## config.mk

```make
export PLATFORM = sky130hd
export DESIGN_NAME = gfvpe_outq
export DESIGN_NICKNAME = d
export VERILOG_FILES = /design/src/design/gfvpe_pkg.sv /design/src/design/gfvpe_outq.sv
export SDC_FILE = /design/constraint.sdc
export NUM_CORES = 1
export LEC_CHECK = 0
export BUFFER_PORTS_ARGS = -buffer_cell sky130_fd_sc_hd__buf_2
export CORE_ASPECT_RATIO = 1.4
export CORE_MARGIN = 3
export CORE_UTILIZATION = 55
export CTS_BUF_LIST = sky130_fd_sc_hd__clkbuf_8 sky130_fd_sc_hd__clkbuf_16
export CTS_CLUSTER_DIAMETER = 200
export DETAILED_ROUTE_END_ITERATION = 8
export PLACE_DENSITY = 0.76
export RECOVER_POWER = 25
export SLEW_MARGIN = 20
export SYNTH_ARGS = -nofsm -noshare
export SYNTH_HDL_FRONTEND = slang
export SYNTH_SLANG_ARGS = --single-unit
```

## constraint.sdc

```tcl
create_clock -name clock -period 3.3 [get_ports clock]
set_input_delay 0.165 -clock clock [delete_from_list [all_inputs] [get_ports clock]]
set_output_delay 0.165 -clock clock [all_outputs]
set_load 0.02 [all_outputs]
```

## src/design/gfvpe_pkg.sv

```systemverilog
// Shared types, constants and GF(256) helpers of the Vandermonde parity encoder.
package gfvpe_pkg;

   localparam int DEF_MAX_FRAME_BYTES = 2048;
   localparam int DEF_MAX_PARITY_ROWS = 4;
   localparam int DEF_MAX_DATA_FRAMES = 255;

   localparam logic [8:0] FIELD_POLY  = 9'h11D;
   localparam logic [9:0] GROUP_ORDER = 10'd255;

   // result queue depth, in finished positions
   localparam int QUEUE_DEPTH = 4;

   localparam logic [1:0] REG_PARITY_ROWS  = 2'd0;
   localparam logic [1:0] REG_FRAME_LENGTH = 2'd1;

   localparam logic [2:0]  RESET_PARITY_ROWS  = 3'd2;
   localparam logic [11:0] RESET_FRAME_LENGTH = 12'd2048;

   typedef logic [7:0] byte_table_type [0:255];

   // word entering the lanes in the accept cycle
   typedef struct packed {
      logic        valid;
      logic [7:0]  frame_index;
      logic [10:0] position;
   } issue_type;

   // word in the read-modify-write stage
   typedef struct packed {
      logic        valid;
      logic        first;
      logic        final_frame;
      logic [7:0]  data_byte;
      logic [10:0] position;
   } stage_type;

   function automatic byte_table_type build_exp_table();
      byte_table_type t;
      logic [8:0] v;
      v = 9'd1;
      for (int i = 0; i < 256; i++) begin
         t[i] = v[7:0];
         v = {v[7:0], 1'b0};
         if (v[8]) begin
            v = v ^ FIELD_POLY;
         end
      end
      return t;
   endfunction

   localparam byte_table_type EXP_TABLE = build_exp_table();

   function automatic logic [7:0] gf_mul(input logic [7:0] a, input logic [7:0] b);
      logic [7:0] acc;
      logic [7:0] x;
      acc = 8'd0;
      x = a;
      for (int i = 0; i < 8; i++) begin
         if (b[i]) begin
            acc = acc ^ x;
         end
         x = {x[6:0], 1'b0} ^ (x[7] ? FIELD_POLY[7:0] : 8'd0);
      end
      return acc;
   endfunction

endpackage

```

## src/design/gfvpe_outq.sv

```systemverilog
// Queue of finished parity positions and the row-by-row serializer onto the result channel.
module gfvpe_outq #(
   parameter int MAX_PARITY_ROWS = 4
) (
   input  logic                             clock,
   input  logic                             reset,
   input  logic                             push,
   input  logic [MAX_PARITY_ROWS-1:0][7:0]  push_bytes,
   input  logic [10:0]                      push_position,
   input  logic [2:0]                       row_count,
   output logic [$clog2(gfvpe_pkg::QUEUE_DEPTH+1)-1:0] count,
   output logic                             rsp_tvalid,
   input  logic                             rsp_tready,
   output logic [23:0]                      rsp_tdata,
   output logic                             rsp_tlast
);
   import gfvpe_pkg::*;

   localparam int PW = $clog2(QUEUE_DEPTH);
   localparam int CW = $clog2(QUEUE_DEPTH + 1);
   localparam int RW = (MAX_PARITY_ROWS > 1) ? $clog2(MAX_PARITY_ROWS) : 1;

   logic [MAX_PARITY_ROWS-1:0][7:0] bytes_ff [QUEUE_DEPTH];
   logic [10:0]                     pos_ff   [QUEUE_DEPTH];
   logic [PW-1:0] wr_ptr_ff, wr_ptr_in;
   logic [PW-1:0] rd_ptr_ff, rd_ptr_in;
   logic [CW-1:0] count_ff, count_in;
   logic [1:0]    row_ff, row_in;
   logic          last_row;
   logic          take;
   logic          pop;
   logic [7:0]    out_byte;

   assign rsp_tvalid = (count_ff != '0);
   assign last_row   = ({1'b0, row_ff} + 3'd1) == row_count;
   assign take       = rsp_tvalid & rsp_tready;
   assign pop        = take & last_row;
   assign out_byte   = bytes_ff[rd_ptr_ff][row_ff[RW-1:0]];

   // parity_byte, row index, out_position, zero fill
   assign rsp_tdata = {3'd0, pos_ff[rd_ptr_ff], row_ff, out_byte};
   assign rsp_tlast = last_row;
   assign count     = count_ff;

   always_comb begin
      wr_ptr_in = wr_ptr_ff;
      rd_ptr_in = rd_ptr_ff;
      count_in  = count_ff;
      row_in    = row_ff;
      if (push) begin
         wr_ptr_in = PW'((int'(wr_ptr_ff) + 1) % QUEUE_DEPTH);
      end
      if (take) begin
         row_in = last_row ? 2'd0 : row_ff + 2'd1;
      end
      if (pop) begin
         rd_ptr_in = PW'((int'(rd_ptr_ff) + 1) % QUEUE_DEPTH);
      end
      case ({push, pop})
         2'b10:   count_in = count_ff + CW'(1);
         2'b01:   count_in = count_ff - CW'(1);
         default: count_in = count_ff;
      endcase
   end

   always_ff @(posedge clock) begin
      if (reset) begin
         wr_ptr_ff <= '0;
         rd_ptr_ff <= '0;
         count_ff  <= '0;
         row_ff    <= 2'd0;
      end else begin
         wr_ptr_ff <= wr_ptr_in;
         rd_ptr_ff <= rd_ptr_in;
         count_ff  <= count_in;
         row_ff    <= row_in;
      end
      if (push) begin
         bytes_ff[wr_ptr_ff] <= push_bytes;
         pos_ff[wr_ptr_ff]   <= push_position;
      end
   end

endmodule
```

Yosys cells after proc, flatten, opt, wreduce, memory -nomap -nowiden
Memories as Yosys holds them, arrays and structs flattened. A register that Yosys moved wholly into a read port is not among the register bits.
Index checks and enable logic that the tools add are counted.
W data, S select, Z words.
{ "word_totals": {"latch_bits": 0, "n_memories": 2, "mem_bits_ro": 0, "inputBits": 50, "mem_bits_rw": 172, "ff_bits": 9} }
{ "op_classes": {"mul": 0, "order_cmp": 1, "bitwise_logic": 2, "div_mod_pow": 0, "eq_ne": 3, "n_shift": 0, "muxes": 10, "add_sub_neg": 6, "reduce_logical": 2} }
{ "memory_table": {"columns": ["memory", "depth", "word_bits", "read_ports", "rd_clocked_by_memory_dff", "write_ports", "line_no", "rtl"], "rows": [
  ["bytes_ff", 4, 32, 1, 1, 1, "gfvpe_outq.sv:23", "logic [MAX_PARITY_ROWS-1:0][7:0] bytes_ff [QUEUE_DEPTH];"],
  ["pos_ff", 4, 11, 1, 1, 1, "gfvpe_outq.sv:24", "logic [10:0] pos_ff [QUEUE_DEPTH];"]
]} }
{ "ops": {"columns": ["operator", "count"], "rows": [
  ["$bmux W8 S2", 1],
  ["$mux W2", 5],
  ["$mux W8", 1],
  ["$add A2 B1 Y2 const B", 3],
  ["$pmux W3 S2", 1],
  ["$add A2 B1 Y3 const B", 1],
  ["$add A3 B1 Y3 const B", 1],
  ["$eq A3 B3 Y1", 1],
  ["$lt A2 B3 Y1 const B", 1],
  ["$reduce_bool A3 Y1", 1],
  ["$sub A3 B1 Y3 const B", 1],
  ["$and A1 B1 Y1", 2],
  ["$eq A2 B1 Y1 const B", 1],
  ["$eq A2 B2 Y1 const B", 1],
  ["$mux W1", 2],
  ["$reduce_bool A2 Y1", 1]
]} }

Logic depth before layout (Yosys ltp)
Gate-level depths: netlist of run 1.
{ "depth": {"depth_word": 5, "depth_mapped": 9} }

Least setup slack after synthesis of run 1
OpenSTA, ideal clock, no wires.
{ "synth_path": {"kind": "reg-to-reg", "from": "register row_ff[0]", "to": "register count_ff[2] (netlist: count[2])", "arrival_ns": 2.572, "setup_time_ns": 0.071, "stages_incl_launch_ff": 10, "path_slack_ns": 0.657, "n_path_buf": 0, "cell_sequence": "dfxtp_1 ha_1 xor2_1 nor4_4 ha_1 inv_1 fa_1 xor2_1 or3_1 a21oi_1"} }
{ "synth_between": {"elab_chain_len": 5} }
{ "synth_lines": {"columns": ["item", "line_no", "rtl"], "rows": [
  ["start, declared", "gfvpe_outq.sv:28", "logic [1:0] row_ff, row_in;"],
  ["start signal, assigned", "gfvpe_outq.sv:76", "row_ff <= row_in;"],
  ["$add A2 B1 Y3 *", "gfvpe_outq.sv:35", "assign last_row = ({1'b0, row_ff} + 3'd1) == row_count;"],
  ["$eq A3 B3 Y1 *", "gfvpe_outq.sv:35", null],
  ["$and A1 B1 Y1 *", "gfvpe_outq.sv:37", "assign pop = take & last_row;"],
  ["net pop", "gfvpe_outq.sv:31", "logic pop;"],
  ["$eq A2 B1 Y1 or $eq A2 B2 Y1 (tied branches)", "gfvpe_outq.sv:59", "case ({push, pop})"],
  ["$pmux W3 S2 or $reduce_bool A2 Y1 (tied branches)", null, null],
  ["end signal, assigned", "gfvpe_outq.sv:75", "count_ff <= count_in;"],
  ["end, declared", "gfvpe_outq.sv:27", "logic [CW-1:0] count_ff, count_in;"]
]} }
Mark *: on every way through the listed nets, which the timed path passes. The rest lies on a longest branch.
A chain may end at the register's enable or synchronous reset.

Worst setup path after layout of run 1
Same ends and word-level chain as after synthesis.

==> flow_summary.ini, run 1 <==
[yosys]
synth.most_common_cell = edfxtp_1
synth_top_cells_by_count = edfxtp_1 (172), mux4_2 (43), a22oi_1 (16)
synthDominantAreaCellType = edfxtp_1
post_synth_inst_count = 327
number_of_synthesized_flops_with_an_enable_pin = 172
syn_area_per_cell_sq_um = 21.6
netlist_area_sq_um = 7050
synth.distinct_cells = 33
yosysWarningCount = 0
synth-seq-cells = 183
yosys_most_used_dff = edfxtp_1
synth.top_cell.area_share_pct = 73.3
ys_seq_area_share_pct = 76.4
async_reset_ff_share_pct = 0
synth_top_cells_by_area = edfxtp_1 (73%), mux4_2 (14%), dfxtp_1 (3.1%), a22oi_1 (1.7%), ha_1 (1.1%)

[timing]
timing.slew.headroom_pct = 40.5
finalSetupViolations = 0
finalWorstPathRequiredPeriod_ns = 2.71
fin_ws_ns = 0.587
transition_time_at_the_pin_with_the_least_slew_margin_ns = 0.892
fin_tns_setup_ns = 0
rsz0062_at_grt = no
layout_worst_path_cycle_share_pct = 82.2
final_report_max_slew_violation_count = 0
max_freq_mhz = 369
clock-skew-final_ns = 0.00668
finalHoldViolations = 0

[detailed_routing]
met3_length_microns = 650
drt_wl_total_microns = 13100
route.detailed.drc = 0
route.detailed.wl_per_inst_microns = 21.2
dr.first_iter.drc_count = 268
number_of_iterations_in_the_first_detailed_routing_pass = 5
m1WireLength_microns = 5030
detail-route-antenna-nets = 0
routed.top_layer = met4
total_length_of_routed_met2_wires_microns = 7240
detailroute.via_count = 3581
avgViaCountPerCell = 5.78

[worst_setup_path]
timing.critical_path.from = row_ff[0]
timing.critical_path.arrival_ns = 3.06
reg2reg_slack_ns = 0.59
crit_path_cell_trace = ha_1 -> xor2_1 -> nor4_4 -> ha_1 -> inv_1 -> fa_1 -> xor2_1 -> or3_1 -> a21oi_1
worst_path_largest_cell_delay_ns = 0.47
slowest_stage = dfxtp_1
critical_setup_path_kind = flip-flop to flip-flop
regToRegStartpoint = row_ff[0]
crit_cells = 9
critPathMaxFanout = 9
required_ns = 3.65
endpoint = count[2]
cp_num_buf_inv = 1
reg2regPathDepth = 9
crit-reg2reg-capture = count[2]
timing.critical_path.to_type = flip-flop
crit_path_start_kind = flip-flop
path_delay_family = adder cells

[floorplanning]
initial_utilization_pct = 56.7
floorplan.core_area_sq_um = 12400
die_height_microns = 140
io_pins = 79
area_enclosed_by_the_die_boundary_sq_um = 14200
die_x_microns = 102
rows = 48

[place]
post-place-ws_ns = 0.595
port_buffers = 75
post_dp_cell_area_sq_um = 7590
gp_congestion = 0.780
dp_hpwl_microns = 7950

[power]
power_density_over_the_cells_nw_per_um2 = 600
vdd_drop_max_uv = 477
p_leak_nw = 2.90

[cells_and_area]
nets = 515
n_fill_cell = 812
fin_area_sq_um = 8590
post_route_cells_drive_above_1_share_pct = 29.8
number_of_antenna_diodes = 0
layout-area-overhead-vs-synth_pct = 21.8

[grt]
grt_overflow = 0
number_of_global_route_vias_before_repair = 3888
grt_max_degree = 36
tot_gr_track_use_pct = 20.5
antenna_found_initial = 0
grt_first_pass_wirelength_microns = 21200

[hold_path]
hold_path.class = input port to flip-flop

[clock_network]
cts_tree = done
clk_pin_slew_ns = 0.06
post-cts-setup-buffer-count = 0
cts.sinks = 183
tritoncts.num_buffers = 17
insertion_delay_ns = 0.42
cts_htree_levels = 4
clk_path_buf_depth = 2
clk_root_buffer_cell = clkbuf_16

[run_status]
status = completed

[run]
cap_violations = 0
[worst reg2reg max path: stages, from the launching register on]
cell and delay (ns):
dfxtp_1 0.47, ha_1 0.31, xor2_1 0.22, nor4_4 0.35
ha_1 0.25, inv_1 0.07, fa_1 0.38, xor2_1 0.16
or3_1 0.32, a21oi_1 0.14
[worst min path at each step]
stage | start | slack (ns) | endpoint | cells after the start
global placement | push_position[6] | 0.38 | pos_ff[1][6] | 1
finish | reset | 0.06 | wr_ptr_ff[0] | 2
detailed placement | push_position[10] | 0.38 | pos_ff[0][10] | 1
global route | reset | 0.06 | count[0] | 2
CTS | reset | 0.04 | count[2] | 2
floorplan | push_bytes[0] | 0.26 | bytes_ff[0][0] | 0
[registers in the layout, summed over array words and instances (netlist names), named ones only]
name       cells
rd_ptr_ff      2
wr_ptr_ff      2
bytes_ff     128
count          3
row_ff         2
pos_ff        44
[placed cells by master (no fill, tap or decap), types with 6 or more instances in the layout]
cell,synthesis,final
dlygate4sd3_1,0,43
edfxtp_1,172,172
a22oi_1,16,16
ha_1,6,6
buf_2,2,50
clkbuf_1,4,25
inv_1,7,8
nor2_1,8,8
buf_4,7,9
nand2_1,10,10
clkbuf_16,0,17
dfxtp_1,11,9
mux4_2,43,43
[metrics by stage]
step	total power (W)	instances	hold slack (ns)	utilization (%)
3_3_place_gp	0.00312	546	0.375	61.1
2_1_floorplan	0.00298	329	0.264	-
4_1_cts	0.00519	620	0.0448	69.3
5_1_grt	0.00534	620	0.0595	69.1
3_5_place_dp	0.00314	546	0.381	61.1
6_report	0.00515	620	0.0640	69.1
[power breakdown]
group          switching [W]  internal (W)
clock               0.000825       0.00120
sequential         0.0000450       0.00265
combinational       0.000245      0.000185
[cells by family (layout without fill, tap and decap cells)]
family / count (synthesis) / count (layout) / share of synthesized area [%]
and+or+nand+nor: 32 / 32 / 2.41
other: 1 / 3 / 0.0532
DFF: 183 / 183 / 76.4
buffers and inverters: 24 / 165 / 1.90
AOI/OAI and AO/OA: 27 / 27 / 2.79
adders and majority gates: 7 / 7 / 1.35
muxes: 47 / 47 / 14.4
xor gates and xnor gates: 6 / 6 / 0.745
[layout make-up]
| type | count | area [sq um] | area share (%) |
|---|---|---|---|
| multi-input cells | 122 | 1540 | 18.0 |
| clock inverters | 14 | 174 | 2.03 |
| repair buffers | 127 | 842 | 9.80 |
| inverters | 7 | 26.3 | 0.306 |
| well taps | 150 | 188 | 2.19 |
| clock buffers | 17 | 425 | 4.95 |
| flip-flops and latches | 183 | 5390 | 62.8 |
[repair_timing]
item,4_1_cts,5_1_grt
hold buffers,43,0
endpoints found under the hold margin,172,0
resized for setup,0,0
[layer usage]
| metal | vias up | track usage [%] |
|---|---|---|
| li1 | 1606 | - |
| met1 | 1840 | 25.4 |
| met2 | 118 | 35.0 |
| met3 | 17 | 5.28 |
| met4 | 0 | 6.65 |
| met5 | - | 0 |
(Power assumes the default switching activity.)
==> run 2: changes to the inputs <==
--- a/config.mk
+++ b/config.mk
@@ -8,11 +8,11 @@
 export BUFFER_PORTS_ARGS = -buffer_cell sky130_fd_sc_hd__buf_2
 export CORE_ASPECT_RATIO = 1.4
 export CORE_MARGIN = 3
-export CORE_UTILIZATION = 55
+export CORE_UTILIZATION = 52
 export CTS_BUF_LIST = sky130_fd_sc_hd__clkbuf_8 sky130_fd_sc_hd__clkbuf_16
 export CTS_CLUSTER_DIAMETER = 200
 export DETAILED_ROUTE_END_ITERATION = 8
-export PLACE_DENSITY = 0.76
+export PLACE_DENSITY = 0.75
 export RECOVER_POWER = 25
 export SLEW_MARGIN = 20
 export SYNTH_ARGS = -nofsm -noshare
==> constraint.sdc (replaced) <==
create_clock -name clock -period 2.2 [get_ports clock]
set_input_delay 0.11 -clock clock [delete_from_list [all_inputs] [get_ports clock]]
set_output_delay 0.11 -clock clock [all_outputs]
set_load 0.02 [all_outputs]
==> run 2 against run 1 <==
  * The run now ends with negative setup slack left
  * Combinational power grew 71%
  * Critical endpoint unchanged
  * Critical path type unchanged
  * Die area rose by 5.5%
  * Routed wire length hardly changed
  * Via count is 2.0% higher
==> flow_summary.ini, run 2 (synthesis gave the netlist of run 1 again) <==
[hold_path]
hold_depth = 3
holdPathEnd = wr_ptr_ff[1]
hold_path.class = input port to flip-flop
worst_hold_startpoint = push

[worst_setup_path]
critical_setup_path_kind = flip-flop to flip-flop
worst_path_largest_cell_delay_ns = 0.35
timing.critical_path.arrival_ns = 2.60
crit_path_cell_trace = ha_4 -> xor2_4 -> nor4_4 -> ha_2 -> inv_2 -> fa_2 -> xor2_1 -> or3_1 -> a21oi_1
crit-reg2reg-capture = count[2]
critPathMaxFanout = 5
slowest_stage = dfxtp_4
required_ns = 2.55
path_delay_family = adder cells
regToRegStartpoint = row_ff[1]
timing.critical_path.to_type = flip-flop
reg2regPathDepth = 9
crit_cells = 9
crit_path_start_kind = flip-flop
cp_num_buf_inv = 1
reg2reg_slack_ns = -0.06

[place]
post-place-ws_ns = -0.0616
placedCellCount = 577
dp_hpwl_microns = 7950
port_buffers = 75
gp_congestion = 0.784

[detailed_routing]
dr.first_iter.drc_count = 146
route.detailed.wl_per_inst_microns = 19.7
drt_wl_total_microns = 13100
route.detailed.drc = 0
detailroute.via_count = 3653
number_of_iterations_in_the_first_detailed_routing_pass = 4
avgViaCountPerCell = 5.49
detail-route-antenna-nets = 0

[clock_network]
clk_path_buf_depth = 2
clk_pin_slew_ns = 0.07
tritoncts.num_buffers = 17
cts_htree_levels = 4
insertion_delay_ns = 0.42
cts.sinks = 183
cts_tree = done
clk_root_buffer_cell = clkbuf_16

[cells_and_area]
final-instance-count-excl-fill = 665
post_route_cells_drive_above_1_share_pct = 34.9
largest_register_ff_count = 128
number_of_antenna_diodes = 0
nets = 531
registers.top_by_ff_count = bytes_ff
layout-area-overhead-vs-synth_pct = 26.4
most_common_cell_after_layout_fill_and_taps_aside = edfxtp_1
layout.cells.most_common_list = edfxtp_1 (172), buf_2 (50), dlygate4sd3_1 (44)

[power]
p_leak_nw = 3.01
power_switching_share_pct = 23.5
cellInternalPower_w = 0.00581
netSwitchingPower_w = 0.00179
clkPwrFrac_pct = 37.3
pwr-share-seq_pct = 53.1
power_density_over_the_cells_nw_per_um2 = 852
vdd_drop_max_uv = 515
pwr-share-comb_pct = 9.7

[run_status]
status = complete, but fails checks
violations = negative setup slack

[grt]
antenna_found_initial = 0
number_of_global_route_vias_before_repair = 3978
grt_overflow = 0
grt_first_pass_wirelength_microns = 20900
tot_gr_track_use_pct = 18.7
grt_max_degree = 34

[timing]
layout_worst_path_cycle_share_pct = 103
finalHoldViolations = 0
timing.slew.headroom_pct = 50.2
finalSetupViolations = 1
fin_ws_ns = -0.0557
max_freq_mhz = 443
hold_slack_ns = 0.0346
rsz0062_at_grt = yes
final_report_max_slew_violation_count = 0
clock-skew-final_ns = 0.0130
finalWorstPathRequiredPeriod_ns = 2.26
transition_time_at_the_pin_with_the_least_slew_margin_ns = 0.744

[floorplanning]
die_height_microns = 144
floorplan.core_area_sq_um = 13100
initial_utilization_pct = 54.0
area_enclosed_by_the_die_boundary_sq_um = 15000
die_x_microns = 104
io_pins = 79
rows = 49

[run]
cap_violations = 0
-- run 2: final cells by class --
cell class | instances | area [sq um]
multi-input cells | 122 | 1610
well taps | 178 | 223
clock buffers | 17 | 425
inverters | 7 | 26.3
repair buffers | 143 | 1090
fillers | 874 | 4150
clock inverters | 15 | 138
flip-flops and latches | 183 | 5400
-- run 2: worst min-delay path: stages --
cell and delay (ns):
buf_2 0.15, mux2i_1 0.09, nor2_1 0.07
-- run 2: how the worst max path moves through the flow --
stage,startpoint,to
2_1_floorplan,row_ff[0],count[2]
5_1_grt,row_ff[1],count[2]
4_1_cts,row_ff[0],count[2]
3_5_place_dp,row_ff[0],count[2]
3_3_place_gp,row_ff[0],count[2]
6_report,row_ff[1],count[2]
-- run 2: stage by stage --
step           total power [W]  util (%)  cell area, sq um  setup TNS (ns)
2_1_floorplan          0.00449         -              7120         -0.0142
3_3_place_gp           0.00472      59.7              7800               0
3_5_place_dp           0.00476      59.7              7800         -0.0616
4_1_cts                0.00764      67.8              8850         -0.0543
5_1_grt                0.00787      68.2              8910          -0.776
6_report               0.00759      68.2              8910         -0.0557
-- run 2: what timing repair did --
action,in CTS,in global routing
resized for setup,2,3
setup buffers,1,9
hold endpoints to repair,175,0
pin swaps,1,2
setup endpoints to repair,6,10
gates cloned,1,1
hold buffers,44,0
-- run 2: layer usage --
| metal | vias up | GRT usage, % | routed length [microns] |
|---|---|---|---|
| li1 | 1647 | - | - |
| met1 | 1872 | 21.8 | 5050 |
| met2 | 119 | 33.6 | 7340 |
| met3 | 15 | 4.99 | 583 |
| met4 | 0 | 6.93 | 159 |
| met5 | - | 0 | 0 |
-- run 2: power by group through the flow --
stage	Combinational, W	Clock (W)	Sequential [W]
2_1_floorplan	0.000384	0	0.00411
3_3_place_gp	0.000630	0	0.00409
3_5_place_dp	0.000650	0	0.00411
4_1_cts	0.000722	0.00289	0.00403
5_1_grt	0.000796	0.00303	0.00404
6_report	0.000733	0.00283	0.00403
